===== src/rtl/fss_pkg.sv =====
// ----------------------------------------------------------------------------
// fss_pkg
// Shared types and constants of the flow slice statistics unit.
// ----------------------------------------------------------------------------
package fss_pkg;

    localparam int FLOWS    = 1024;
    localparam int FLOW_AW  = (FLOWS > 1) ? $clog2(FLOWS) : 1;

    localparam int IN_W     = 64;   // 58 payload bits rounded up to bytes
    localparam int OUT_W    = 320;  // 314 payload bits rounded up to bytes
    localparam int CFG_W    = 16;

    localparam logic [CFG_W-1:0] SLICE_LENGTH_RESET = 16'd16;
    localparam logic [31:0]      GAP_NONE           = 32'hffff_ffff;

    // per-flow valid flags, kept in their own cleared memory
    typedef struct packed {
        logic slice;
        logic seen;
    } fss_flags_t;

    // per-flow statistics word
    typedef struct packed {
        logic [15:0] count;
        logic [31:0] bytes;
        logic [47:0] len_squares;
        logic [15:0] len_min;
        logic [15:0] len_max;
        logic [47:0] gap_total;
        logic [63:0] gap_squares;
        logic [31:0] gap_min;
        logic [31:0] gap_max;
        logic [31:0] last_time;
    } fss_entry_t;

    typedef struct packed {
        logic               accept;
        logic               clear_we;
        logic [FLOW_AW-1:0] clear_addr;
        logic               calc_gap;
        logic               calc_mul;
        logic               commit;
    } fss_cmd_t;

    typedef struct packed {
        logic in_range;
        logic emit;
        logic out_busy;
    } fss_status_t;

endpackage


===== src/rtl/fss_ctrl.sv =====
// ----------------------------------------------------------------------------
// fss_ctrl
// Sequencer: table clearing pass, then accept / gap / multiply / update.
// ----------------------------------------------------------------------------
module fss_ctrl (
    input  logic                clk,
    input  logic                rst_n,
    input  logic                s_tvalid,
    output logic                s_tready,
    input  fss_pkg::fss_status_t status,
    output fss_pkg::fss_cmd_t    cmd
);
    import fss_pkg::*;

    typedef enum logic [2:0] {
        ST_CLEAR,
        ST_IDLE,
        ST_GAP,
        ST_MUL,
        ST_UPD
    } state_t;

    state_t             state_reg;
    logic               s_tready_reg;
    logic [FLOW_AW-1:0] clr_addr_reg;

    logic accept;
    logic commit;

    assign accept = s_tvalid && s_tready_reg;
    assign commit = (state_reg == ST_UPD) && !(status.emit && status.out_busy);

    always_ff @(posedge clk or negedge rst_n)
    begin
        if (!rst_n)
        begin
            state_reg    <= ST_CLEAR;
            s_tready_reg <= 1'b0;
            clr_addr_reg <= '0;
        end
        else
        begin
            case (state_reg)
                ST_CLEAR:
                begin
                    clr_addr_reg <= clr_addr_reg + FLOW_AW'(1);
                    if (clr_addr_reg == FLOW_AW'(FLOWS - 1))
                    begin
                        state_reg    <= ST_IDLE;
                        s_tready_reg <= 1'b1;
                    end
                end
                ST_IDLE:
                begin
                    // out-of-range flows are consumed and dropped here
                    if (accept && status.in_range)
                    begin
                        state_reg    <= ST_GAP;
                        s_tready_reg <= 1'b0;
                    end
                end
                ST_GAP:
                begin
                    state_reg <= ST_MUL;
                end
                ST_MUL:
                begin
                    state_reg <= ST_UPD;
                end
                ST_UPD:
                begin
                    if (commit)
                    begin
                        state_reg    <= ST_IDLE;
                        s_tready_reg <= 1'b1;
                    end
                end
                default:
                begin
                    state_reg    <= ST_CLEAR;
                    s_tready_reg <= 1'b0;
                    clr_addr_reg <= '0;
                end
            endcase
        end
    end

    assign s_tready = s_tready_reg;

    always_comb
    begin
        cmd.accept     = accept;
        cmd.clear_we   = (state_reg == ST_CLEAR);
        cmd.clear_addr = clr_addr_reg;
        cmd.calc_gap   = (state_reg == ST_GAP);
        cmd.calc_mul   = (state_reg == ST_MUL);
        cmd.commit     = commit;
    end

endmodule


===== config.mk =====
export PLATFORM = sky130hd
export DESIGN_NAME = fss_ctrl
export DESIGN_NICKNAME = d
export VERILOG_FILES = /design/src/rtl/fss_pkg.sv /design/src/rtl/fss_ctrl.sv
export SDC_FILE = /design/constraint.sdc
export NUM_CORES = 1
export LEC_CHECK = 0
export ABC_CLOCK_PERIOD_IN_PS = 1650
export BUFFER_PORTS_ARGS = -buffer_cell sky130_fd_sc_hd__buf_2
export CORE_AREA = 8 8 59 51
export CTS_BUF_LIST = sky130_fd_sc_hd__clkbuf_2 sky130_fd_sc_hd__clkbuf_4 sky130_fd_sc_hd__clkbuf_8
export DETAILED_ROUTE_END_ITERATION = 10
export DIE_AREA = 0 0 67 59
export GPL_ROUTABILITY_DRIVEN = 0
export PLACE_DENSITY = 0.81
export SYNTH_ARGS = -nofsm -noshare
export SYNTH_HDL_FRONTEND = slang
export SYNTH_SLANG_ARGS = --single-unit

===== constraint.sdc =====
create_clock -name clk -period 1.65 [get_ports clk]
set_input_delay 0.165 -clock clk [delete_from_list [all_inputs] [get_ports clk]]
set_output_delay 0.165 -clock clk [all_outputs]
set_load 0.02 [all_outputs]

==> impl_metrics.env <==
export IMPL_outcome="completed"
export IMPL_timing_final_ws_setup_ns=0.0813
export IMPL_grt_start_max_net_pins=18
export IMPL_ant_nets=0
export IMPL_dp_cells=147
export IMPL_synth_flop_cell="dfrtp_1"
export IMPL_syn_to_final_growth_pct=24.2
export IMPL_cp_max_fo=10
export IMPL_fin_setup_tns_ns=0
export IMPL_period_minus_slack_ns=1.57
export IMPL_firstDrtPassIters=4
export IMPL_avgSynthCellArea_sq_um=9.07
export IMPL_layout_commonest_cell="buf_2"
export IMPL_peakVddDrop_v=0.000738
export IMPL_max_stage_delay_ns=0.41
export IMPL_clkTransAtPathRegs_ns=0.09
export IMPL_syn_cell_area_sq_um=898
export IMPL_post_drt_wl_per_cell_um=15.9
export IMPL_final_setup_viol_count=0
export IMPL_instances_no_fill=152
export IMPL_seq_area_frac_synth_pct=39.0
export IMPL_grt_pass1_vias=880
export IMPL_die_area_sq_mm=0.00395
export IMPL_clockBufferDepth=2
export IMPL_viasPerCell=5.80
export IMPL_grt_ovfl_total=0
export IMPL_worstHoldPathType="in2reg"
export IMPL_worstMarginPinSlew_ns=0.317
export IMPL_muxShareOfSynthArea_pct=1.11
export IMPL_io_buffers=21
export IMPL_track_usage_pct=13.0
export IMPL_cpLargestDelayFamily="buffers and inverters"
export IMPL_synth_fa_ha_area_share_pct=1.39
export IMPL_start_util_pct=43.5
export IMPL_ys_ff_latch=14
export IMPL_critical_path_slowest_cell="dfrtp_1"
export IMPL_final_core_util_pct=54.1
export IMPL_maxCapViolCount=0
export IMPL_coreArea_sq_mm=0.00206
export IMPL_critPathKind="reg2out"
export IMPL_via_count=882
export IMPL_rsz0062_at_grt="no"
export IMPL_slew_viol_final=0
export IMPL_die_x_um=67
export IMPL_placed_area_sq_mm=0.00106
export IMPL_crit_chain="buf_4, clkinv_1, buf_4, and3_4, buf_4"
export IMPL_clk_latency_ns=0.29
export IMPL_post_place_ws_ns=0.130
export IMPL_relSlewSlack_pct=78.6
export IMPL_synth_top_family_by_area="simple AND/OR/NAND/NOR gates"
export IMPL_antenna_found_initial=0
export IMPL_worstPathArrival_ns=1.40
export IMPL_final_nets=135
export IMPL_placementRows=15
export IMPL_finalCritPeriodShare_pct=95.1
export IMPL_critPathLaunchType="flip-flop"
export IMPL_cts_sinks=14
export IMPL_num_io_pins=22
export IMPL_root_buffer="clkbuf_4"
export IMPL_synthXorXnorAreaFrac_pct=0.975
export IMPL_dp_hpwl_um=1770
export IMPL_async_flop_share_pct=100
export IMPL_crit_path_end_kind="output pin"
export IMPL_die_h_um=59
export IMPL_cts_htree_levels=1
export IMPL_final_layout_size_suffix_gt1_share_pct=30.7
export IMPL_drtIter0Drc=53
export IMPL_grt_pass1_wl_um=4040
export IMPL_ys_types=41
export IMPL_cts_made_buffers=3
export IMPL_finalHoldViolCount=0
export IMPL_clock_skew_ns=0.00329
export IMPL_cts_tree="done"
export IMPL_drc=0
export IMPL_routed_wl_um=2410
export IMPL_crit_required_ns=1.48
export IMPL_leakagePower_uw=0.000505
export IMPL_yosys_area_share_simple_pct=25.5
export IMPL_p_per_area_mw_per_mm2=1450
export IMPL_antennaDiodeCount=0
export IMPL_yosysWarnings=0
export IMPL_postSynthCellCount=99
export IMPL_synth_edff_count=0
export IMPL_final_cell_mix="19 x buf_2, 14 x dfrtp_1, 13 x buf_4"
export IMPL_clock_fmax_mhz=637
export IMPL_syn_nets=106
export IMPL_cpMostUsedCell="buf_4"
export IMPL_synth_compound_area_share_pct=23.1
export IMPL_final_cell_area_sq_mm=0.00112
export IMPL_largest_reg_flops=10
export IMPL_worst_path_buf_inv=4
==> cell type report <==
class / count / area [sq um]
Sequential cell: 14 / 350
Clock buffer: 4 / 36.3
Inverter: 6 / 22.5
Fill cell: 208 / 948
Tap cell: 25 / 31.3
Multi-Input combinational cell: 70 / 473
Timing Repair Buffer: 33 / 203
==> metal layers <==
| layer | GRT usage, % | routed length (um) |
|---|---|---|
| met3 | 4.73 | 175 |
| met1 | 15.5 | 1010 |
| met2 | 20.8 | 1190 |
| met4 | 4.76 | 35 |
| met5 | 0 | 0 |
==> where the power goes <==
group / switching (uW) / internal [uW]
combinational: 455 / 353
sequential: 120 / 431
clock: 127 / 135
==> synth_stat cells (2+ instances only) <==
cell type | number | share of area (%)
o211ai_1 | 4 | 3.3
a31oi_1 | 2 | 1.4
a32o_1 | 2 | 2.2
nor2_1 | 5 | 2.1
inv_1 | 5 | 2.1
buf_4 | 2 | 1.7
nor3b_1 | 2 | 1.7
and2_1 | 2 | 1.4
o21ai_0 | 4 | 2.2
nor3_1 | 2 | 1.1
nor2b_1 | 2 | 1.4
dfrtp_1 | 14 | 39
nand3_1 | 3 | 1.7
o311ai_0 | 2 | 2.0
nand2_1 | 5 | 2.1
clkbuf_1 | 4 | 1.7
a21oi_1 | 7 | 3.9
a221o_1 | 2 | 2.2
and3_1 | 2 | 1.4
buf_6 | 2 | 2.5
nand4_1 | 6 | 4.2
==> what timing repair did <==
action / 4_1_cts / 5_1_grt
endpoints found under the hold margin: 14 / 0
hold buffers: 1 / 0
endpoints found under the setup margin: 0 / 2
resized for setup: 0 / 3
buffers inserted: 0 / 0
==> kinds of logic (layout without fill, tap and decap cells) <==
group,Yosys count,in the layout
adders and majority gates,1,1
xor gates and xnor gates,1,1
DFF,14,14
buffers and inverters,15,43
muxes,1,1
and+or+nand+nor,38,38
AOI/OAI and AO/OA,29,29
==> path summary, 6_finish.rpt <==
path                                              from                     endpoint  slack (ns)  cells past startpoint
min                                          status[0]     state_reg[2]$_DFFE_PN0P_        0.13                      2
min reg2reg                       s_tready$_DFFE_PN0P_         s_tready$_DFFE_PN0P_        0.61                      2
max in group asynchronous                        rst_n  clr_addr_reg[2]$_DFFE_PN0N_        1.10                      2
max reg2reg                clr_addr_reg[0]$_DFFE_PN0N_  clr_addr_reg[7]$_DFFE_PN0N_        0.10                      3
min in group asynchronous                        rst_n     state_reg[1]$_DFFE_PN0P_        0.30                      2
max                           state_reg[2]$_DFFE_PN0P_                       cmd[1]        0.08                      5
==> worst reg2reg max path, stage by stage (launching register included) <==
cell,delay (ns)
dfrtp_1,0.47
nand4_1,0.22
or3_4,0.42
a221o_1,0.32
==> metrics by stage <==
step	hold WS, ns	total power (uW)
detailed placement	0.0840	1340
finish	0.134	1620
floorplan	-0.131	1070
global placement	0.0857	1310
global route	0.137	1740
CTS	0.134	1610
(Power assumes the default switching activity.)
